<file path="src/pbrd_pkg.sv">
package pbrd_pkg;

   // Largest row width and row count that the block supports.
   localparam int MAX_WIDTH = 1024;
   localparam int MAX_ROWS  = 1024;

   // Field and register widths.
   localparam int BYTE_W = 8;
   localparam int CFG_W  = 11;
   localparam int IDX_W  = 2;

   // Counter widths that follow from the limits.
   localparam int CNT_W   = $clog2(MAX_WIDTH + 1);
   localparam int ROW_W   = $clog2(MAX_ROWS);
   localparam int TOT_W   = $clog2(MAX_ROWS + 1);
   localparam int WEXT_W  = (CFG_W > CNT_W) ? CFG_W : CNT_W;
   localparam int REXT_W  = (CFG_W > TOT_W) ? CFG_W : TOT_W;
   localparam int SUM_W   = ((CNT_W > BYTE_W) ? CNT_W : BYTE_W) + 1;

   // Register indexes.
   localparam logic [IDX_W-1:0] REG_ROW_WIDTH = 2'd0;
   localparam logic [IDX_W-1:0] REG_ROW_TOTAL = 2'd1;

   // Reset values of the registers.
   localparam logic [CFG_W-1:0] ROW_WIDTH_RESET = 11'd320;
   localparam logic [CFG_W-1:0] ROW_TOTAL_RESET = 11'd200;

   // Header codes.
   localparam logic [BYTE_W-1:0] HDR_NOP = 8'h80;
   localparam logic [BYTE_W-1:0] BYTE_ONES = 8'hff;
   localparam logic [BYTE_W-1:0] RUN_BIAS = 8'd2;

   // Decoder phases.
   localparam logic [1:0] PHASE_HEADER  = 2'd0;
   localparam logic [1:0] PHASE_REPEAT  = 2'd1;
   localparam logic [1:0] PHASE_LITERAL = 2'd2;

endpackage

</file>
<file path="src/packbits_row_decoder.sv">
// PackBits row decoder. One compressed byte is taken per cycle and, when it
// completes a piece of output, the piece appears in the next cycle in the result
// register as a pixel value with a run length (1 for literal bytes), together
// with row and image end flags. Header bytes, including the no-op header 0x80,
// are consumed without a result. The sustained rate is one byte per cycle,
// set by the single decode stage in front of the result register; the input
// is only stalled while a held result is itself stalled. A row ends after the
// packet that brings the pixel count to row_width or beyond (runs are not
// clipped), and image_end marks the row that completes row_total rows.
// Register writes take effect on the next byte; a zero register acts as 1 and
// values above the supported limits are clamped.
module packbits_row_decoder (
   input  logic                          clock,
   input  logic                          reset,
   input  logic                          req_valid,
   output logic                          req_stall,
   input  logic [pbrd_pkg::BYTE_W-1:0]   req_coded_byte,
   output logic                          rsp_valid,
   input  logic                          rsp_stall,
   output logic [pbrd_pkg::BYTE_W-1:0]   rsp_pixel_value,
   output logic [pbrd_pkg::BYTE_W-1:0]   rsp_run_length,
   output logic                          rsp_row_end,
   output logic                          rsp_image_end,
   input  logic                          csr_write,
   input  logic [pbrd_pkg::IDX_W-1:0]    csr_index,
   input  logic [pbrd_pkg::CFG_W-1:0]    csr_wdata
);
   import pbrd_pkg::*;

   logic [CFG_W-1:0]  row_width_ff;
   logic [CFG_W-1:0]  row_total_ff;
   logic [1:0]        phase_ff, phase_in;
   logic [BYTE_W-1:0] literal_left_ff, literal_left_in;
   logic [BYTE_W-1:0] pending_run_ff, pending_run_in;
   logic [CNT_W-1:0]  pixel_count_ff, pixel_count_in;
   logic [ROW_W-1:0]  rows_done_ff, rows_done_in;

   logic              out_valid_ff, out_valid_in;
   logic [BYTE_W-1:0] out_value_ff, out_value_in;
   logic [BYTE_W-1:0] out_run_ff, out_run_in;
   logic              out_row_end_ff, out_row_end_in;
   logic              out_image_end_ff, out_image_end_in;

   logic              accept;
   logic              advance;
   logic [WEXT_W-1:0] width_ext;
   logic [REXT_W-1:0] total_ext;
   logic [CNT_W-1:0]  eff_width;
   logic [TOT_W-1:0]  eff_total;
   logic [BYTE_W-1:0] add_amount;
   logic [SUM_W-1:0]  pixel_sum;
   logic [CNT_W-1:0]  pixel_sat;
   logic [TOT_W-1:0]  rows_next;
   logic              packet_done;
   logic              row_done;
   logic              last_row;
   logic [BYTE_W-1:0] literal_dec;

   // The result register advances when it is empty or being taken.
   assign advance   = !out_valid_ff || !rsp_stall;
   assign req_stall = !advance;
   assign accept    = req_valid && advance;

   // Effective register values: zero acts as one, large values clamp.
   assign width_ext = WEXT_W'(row_width_ff);
   assign total_ext = REXT_W'(row_total_ff);

   always_comb begin
      priority if (row_width_ff == '0) begin
         eff_width = CNT_W'(1);
      end else if (width_ext > WEXT_W'(MAX_WIDTH)) begin
         eff_width = CNT_W'(MAX_WIDTH);
      end else begin
         eff_width = CNT_W'(width_ext);
      end
      priority if (row_total_ff == '0) begin
         eff_total = TOT_W'(1);
      end else if (total_ext > REXT_W'(MAX_ROWS)) begin
         eff_total = TOT_W'(MAX_ROWS);
      end else begin
         eff_total = TOT_W'(total_ext);
      end
   end

   // Pixel count after this item, saturating at the largest width.
   assign add_amount = (phase_ff == PHASE_REPEAT) ? pending_run_ff : BYTE_W'(1);
   assign pixel_sum  = SUM_W'(pixel_count_ff) + SUM_W'(add_amount);
   assign pixel_sat  = (pixel_sum > SUM_W'(MAX_WIDTH)) ? CNT_W'(MAX_WIDTH)
                                                        : CNT_W'(pixel_sum);
   assign literal_dec = (literal_left_ff != '0) ? literal_left_ff - BYTE_W'(1)
                                                : literal_left_ff;

   // Row and image checks at the end of a packet.
   assign packet_done = (phase_ff == PHASE_REPEAT) ||
                        ((phase_ff == PHASE_LITERAL) && (literal_dec == '0));
   assign row_done    = packet_done && (pixel_sat >= eff_width);
   assign rows_next   = TOT_W'(rows_done_ff) + TOT_W'(1);
   assign last_row    = rows_next >= eff_total;

   // Decode step for one accepted item.
   always_comb begin
      phase_in         = phase_ff;
      literal_left_in  = literal_left_ff;
      pending_run_in   = pending_run_ff;
      pixel_count_in   = pixel_count_ff;
      rows_done_in     = rows_done_ff;
      out_valid_in     = out_valid_ff && rsp_stall;
      out_value_in     = out_value_ff;
      out_run_in       = out_run_ff;
      out_row_end_in   = out_row_end_ff;
      out_image_end_in = out_image_end_ff;
      if (accept) begin
         unique case (phase_ff)
            PHASE_REPEAT, PHASE_LITERAL: begin
               out_valid_in     = 1'b1;
               out_value_in     = req_coded_byte;
               out_run_in       = add_amount;
               out_row_end_in   = row_done;
               out_image_end_in = row_done && last_row;
               pending_run_in   = (phase_ff == PHASE_REPEAT) ? '0 : pending_run_ff;
               literal_left_in  = (phase_ff == PHASE_LITERAL) ? literal_dec
                                                               : literal_left_ff;
               phase_in         = packet_done ? PHASE_HEADER : phase_ff;
               pixel_count_in   = row_done ? '0 : pixel_sat;
               if (row_done) begin
                  rows_done_in = last_row ? '0 : ROW_W'(rows_next);
               end
            end
            default: begin
               // Header byte: set up the packet, no result.
               if (req_coded_byte > HDR_NOP) begin
                  pending_run_in = (req_coded_byte ^ BYTE_ONES) + RUN_BIAS;
                  phase_in       = PHASE_REPEAT;
               end else if (req_coded_byte < HDR_NOP) begin
                  literal_left_in = req_coded_byte + BYTE_W'(1);
                  phase_in        = PHASE_LITERAL;
               end
            end
         endcase
      end
   end

   // Control state and registers.
   always_ff @(posedge clock) begin
      if (reset) begin
         row_width_ff    <= ROW_WIDTH_RESET;
         row_total_ff    <= ROW_TOTAL_RESET;
         phase_ff        <= PHASE_HEADER;
         literal_left_ff <= '0;
         pending_run_ff  <= '0;
         pixel_count_ff  <= '0;
         rows_done_ff    <= '0;
         out_valid_ff    <= 1'b0;
      end else begin
         phase_ff        <= phase_in;
         literal_left_ff <= literal_left_in;
         pending_run_ff  <= pending_run_in;
         pixel_count_ff  <= pixel_count_in;
         rows_done_ff    <= rows_done_in;
         out_valid_ff    <= out_valid_in;
         if (csr_write && (csr_index == REG_ROW_WIDTH)) begin
            row_width_ff <= csr_wdata;
         end
         if (csr_write && (csr_index == REG_ROW_TOTAL)) begin
            row_total_ff <= csr_wdata;
         end
      end
   end

   // Result payload.
   always_ff @(posedge clock) begin
      out_value_ff     <= out_value_in;
      out_run_ff       <= out_run_in;
      out_row_end_ff   <= out_row_end_in;
      out_image_end_ff <= out_image_end_in;
   end

   assign rsp_valid       = out_valid_ff;
   assign rsp_pixel_value = out_value_ff;
   assign rsp_run_length  = out_run_ff;
   assign rsp_row_end     = out_row_end_ff;
   assign rsp_image_end   = out_image_end_ff;

endmodule
</file>
<file path="config.mk">
export PLATFORM = sky130hd
export DESIGN_NAME = packbits_row_decoder
export DESIGN_NICKNAME = d
export VERILOG_FILES = /design/src/pbrd_pkg.sv /design/src/packbits_row_decoder.sv
export SDC_FILE = /design/constraint.sdc
export NUM_CORES = 1
export LEC_CHECK = 0
export BUFFER_PORTS_ARGS = -buffer_cell sky130_fd_sc_hd__clkbuf_2
export CAP_MARGIN = 20
export CORE_UTILIZATION = 55
export CTS_CLUSTER_DIAMETER = 30
export CTS_CLUSTER_SIZE = 28
export DETAILED_ROUTE_END_ITERATION = 7
export PLACE_DENSITY_LB_ADDON = 0.05
export SYNTH_ARGS = -nofsm -noshare
export SYNTH_HDL_FRONTEND = slang
export SYNTH_SLANG_ARGS = --single-unit
</file>
<file path="constraint.sdc">
create_clock -name clock -period 6.84 [get_ports clock]
set_input_delay 0.342 -clock clock [delete_from_list [all_inputs] [get_ports clock]]
set_output_delay 0.342 -clock clock [all_outputs]
set_load 0.1 [all_outputs]
</file>
==> impl_metrics.py <==
metrics = {
    "run_status": {
        "run_status": "finished clean",
    },
    "place": {
        "post-place-ws_ns": 1.48,
        "hpwl_um": 8010,
        "buffer_ports.inserted": 45,
        "gp_congestion": 0.887,
    },
    "die": {
        "area_of_the_core_region_sq_mm": 0.00834,
        "rows": 33,
        "dieHeight_um": 95.5,
        "start_util_pct": 57.7,
        "io-pin-count": 46,
        "die_w_um": 95.5,
        "die_area_sq_mm": 0.00913,
    },
    "global_routing": {
        "global_route_overflow": 0,
        "antenna_found_initial": 0,
        "grt.total_usage_pct": 26.0,
        "first_global_vias": 3973,
        "grt_max_degree": 69,
        "grt_pass1_wl_um": 18500,
    },
    "logic_synthesis": {
        "synth.avg_cell_area_sq_um": 8.47,
        "number_of_library_cell_types_mapped_by_synthesis": 64,
        "netlist_instances": 568,
        "seq_area_frac_synth_pct": 37.0,
        "synth_warnings": 0,
        "synth_top_flop_cell": "sky130_fd_sc_hd__dfxtp_1",
        "synth_enable_flop_cells": 18,
        "synth_area_sq_mm": 0.00481,
        "synth_async_sr_flop_share_pct": 0,
        "syn-num-nets": 635,
        "ys_seq_elements": 80,
    },
    "cts": {
        "cts.repair_timing.setup_buffer_count": 0,
        "clock-sinks": 80,
        "clock_tree.root_cell": "sky130_fd_sc_hd__clkbuf_8",
        "cts_made_buffers": 9,
        "cts_tree": "done",
        "worst_setup_hold_path_clk_slew_ns": 0.09,
        "clock_tree.htree_level_count": 3,
        "cts_resized": 0,
        "clockBufferDepth": 2,
        "worstSkewPairLatency_ns": 0.36,
        "cts_hold_buffers": 0,
    },
    "hold_path": {
        "holdCritStartpoint": "csr_wdata[3]",
        "timing.hold.worst.class": "in -> reg",
        "min_delay_worst_endpoint": "row_total_ff[3]",
        "worst_hold_path.num_cells": 3,
    },
    "sta": {
        "final_cycle_utilization_of_the_critical_path_pct": 79.6,
        "worst_slew_pin_slew_ns": 0.930,
        "setup_total_negative_slack_ns": 0,
        "timing_max_transition_violations_final": 0,
        "min_period_ns": 5.44,
        "rsz0062_at_grt": "false",
        "finalClockSkew_ns": 0.0167,
        "max_slew_margin_pct": 37.9,
        "timing.final.setup_violations": 0,
        "fmax_mhz": 184,
        "final.setup.worst_slack_ns": 1.40,
        "timing.final.hold_violations": 0,
    },
    "detailed_routing": {
        "route.antenna.remaining_nets": 0,
        "vias_per_cell": 5.89,
        "remaining_drc_errors": 0,
        "route.final.wire_length_um": 11100,
        "drtPass1Iterations": 5,
        "avgRoutedWirePerCell_um": 15.5,
        "dr_total_vias": 4203,
        "detailedRoute.firstIterationViolations": 158,
    },
    "worst_setup_path": {
        "regToRegStartpoint": "phase_ff[1]",
        "critPathSlowestCell": "sky130_fd_sc_hd__a31oi_1",
        "critPathLaunchType": "flop",
        "regToRegSetupSlack_ns": 1.40,
        "crit_path_cell_trace": "inv_1 > ha_1 > nand2b_1 > ha_1 > fa_1 > a211oi_1 > o21a_1 > nor3_1 > a31oi_1 > nor2_1 > ha_1 > or4_1 > a221oi_1 > o21ai_0 > o22a_1 > nand3_1 > or2_0 > o32ai_1",
        "crit_path_frequent_cell": "sky130_fd_sc_hd__ha_1",
        "worst_path_largest_cell_delay_ns": 0.58,
        "r2r_end": "rows_done_ff[8]",
        "critPathArrivalTime_ns": 5.65,
        "ff2ff_path_depth": 18,
        "worst_setup_path_end_kind": "flop",
        "timing_worst_setup_path_type": "reg -> reg",
        "path_max_fanout": 12,
        "worst-endpoint-required_ns": 7.05,
    },
    "job": {
        "maxCapViolCount": 0,
    },
    "cells_and_area": {
        "area_taken_by_multi_input_logic_gates_sq_mm": 0.00284,
        "final_cell_mix": "87 x sky130_fd_sc_hd__nand2_1, 62 x sky130_fd_sc_hd__dfxtp_1, 55 x sky130_fd_sc_hd__nor2_1",
        "mostFrequentLayoutCell": "sky130_fd_sc_hd__nand2_1",
        "post_route_cells_drive_above_1_share_pct": 13.0,
        "final_net_count": 670,
        "fillCellCount": 759,
        "syn_to_final_growth_pct": 10.1,
        "seqCellArea_sq_mm": 0.00178,
        "num_antenna_cells": 0,
    },
    "pwr": {
        "power_per_cell_area_mw_per_mm2": 213,
        "internal-power_uw": 770,
        "netSwitchingFraction_pct": 31.7,
        "p_switching_uw": 358,
        "pwr-share-seq_pct": 46.4,
        "power.leakage_nw": 2.22,
        "share_comb_of_total_power_pct": 20.2,
        "share_clk_of_total_power_pct": 33.3,
        "peakVddDrop_uv": 147,
    },
}
-- critical path: cells and delay by family, from the launching register on --
| kind | cells | cell delay [ns] |
|---|---|---|
| and+or+nand+nor | 6 | 1.72 |
| adders and majority gates | 4 | 1.20 |
| DFF | 1 | 0.33 |
| buffers and inverters | 1 | 0.07 |
| AOI/OAI and AO/OA | 7 | 1.97 |
-- flip-flops by register name (all words and copies together) (netlist names) --
name / flops
row_width_ff: 11
pixel_count_ff: 11
phase_ff: 2
literal_left_ff: 8
rows_done_ff: 10
rsp_valid: 1
row_total_ff: 11
rsp_image_end: 1
rsp_run_length: 8
rsp_pixel_value: 8
pending_run_ff: 8
rsp_row_end: 1
-- how the worst max path moves through the flow --
stage          cells past startpoint  slack [ns]        start                  to
5_1_grt                           18        1.06  phase_ff[1]     rows_done_ff[8]
4_1_cts                           18        1.44  phase_ff[1]     rows_done_ff[8]
6_report                          18        1.40  phase_ff[1]     rows_done_ff[8]
3_5_place_dp                      18        1.48  phase_ff[1]     rows_done_ff[8]
3_3_place_gp                      18        1.66  phase_ff[1]     rows_done_ff[8]
2_1_floorplan                     18        2.55  phase_ff[1]  pixel_count_ff[10]
-- final cells by class --
class / count / share of cell area (%)
Inverter: 21 / 1.49
Clock inverter: 5 / 1.13
Timing Repair Buffer: 49 / 4.77
Sequential cell: 80 / 33.6
Tap cell: 105 / 2.48
Clock buffer: 11 / 2.88
Multi-Input combinational cell: 442 / 53.6
-- layer usage --
layer	routed length [um]	GRT usage (%)	vias up
li1	-	-	2119
met1	5480	36.7	1987
met2	5000	40.1	84
met3	456	3.99	13
met4	151	9.58	0
met5	0	0	-
-- cells in the mapped netlist, types with 3 or more instances --
cell type	number	area (sq um)
sky130_fd_sc_hd__xnor2_1	11	96.3
sky130_fd_sc_hd__a221oi_1	3	26.3
sky130_fd_sc_hd__a21o_1	3	22.5
sky130_fd_sc_hd__a31oi_1	8	50.1
sky130_fd_sc_hd__o22ai_1	4	25.0
sky130_fd_sc_hd__clkinv_1	3	11.3
sky130_fd_sc_hd__nor2_1	55	206
sky130_fd_sc_hd__nand3_1	19	95.1
sky130_fd_sc_hd__nand2b_1	7	43.8
sky130_fd_sc_hd__inv_1	18	67.6
sky130_fd_sc_hd__a32o_1	4	40.0
sky130_fd_sc_hd__or3_1	5	31.3
sky130_fd_sc_hd__buf_1	3	11.3
sky130_fd_sc_hd__and3_1	9	56.3
sky130_fd_sc_hd__a21oi_1	33	165
sky130_fd_sc_hd__nor2b_1	8	50.1
sky130_fd_sc_hd__edfxtp_1	18	541
sky130_fd_sc_hd__o21a_1	5	37.5
sky130_fd_sc_hd__o41ai_2	6	97.6
sky130_fd_sc_hd__o21ai_0	27	135
sky130_fd_sc_hd__and2_1	10	62.6
sky130_fd_sc_hd__nor3_1	12	60.1
sky130_fd_sc_hd__clkbuf_1	18	67.6
sky130_fd_sc_hd__nand3b_1	9	67.6
sky130_fd_sc_hd__a211oi_1	4	30.0
sky130_fd_sc_hd__nor4_1	9	56.3
sky130_fd_sc_hd__mux2i_1	3	30.0
sky130_fd_sc_hd__ha_1	40	500
sky130_fd_sc_hd__dfxtp_1	62	1240
sky130_fd_sc_hd__a22oi_1	15	113
sky130_fd_sc_hd__nand2_1	87	327
sky130_fd_sc_hd__xor2_1	13	114
-- through the flow --
step                power [mW]  util [%]  hold slack, ns  cell area [sq um]  cells
floorplan                0.708         -           0.441               4810    568
global placement         0.755      60.9           0.460               5080    696
detailed placement       0.760      60.9           0.462               5080    696
CTS                       1.13      63.5           0.212               5290    712
global route              1.18      63.5           0.218               5300    713
finish                    1.13      63.5           0.220               5300    713
-- cell families after synthesis --
kind of cell	Yosys count	share of synthesized area (%)
xor gates and xnor gates	24	4.37
and+or+nand+nor	245	24.6
DFF	80	37.0
AOI/OAI and AO/OA	129	18.6
buffers and inverters	46	3.93
muxes	3	0.624
adders and majority gates	41	10.8
-- power by group through the flow --
| stage | Sequential, mW | Combinational, mW | Clock [mW] |
|---|---|---|---|
| after global placement | 0.534 | 0.221 | 0 |
| final | 0.524 | 0.228 | 0.376 |
| after detailed placement | 0.534 | 0.226 | 0 |
| after CTS | 0.523 | 0.227 | 0.384 |
| after floorplan | 0.573 | 0.135 | 0 |
| after global routing | 0.527 | 0.249 | 0.401 |
Power figures use the tool's default switching activity.
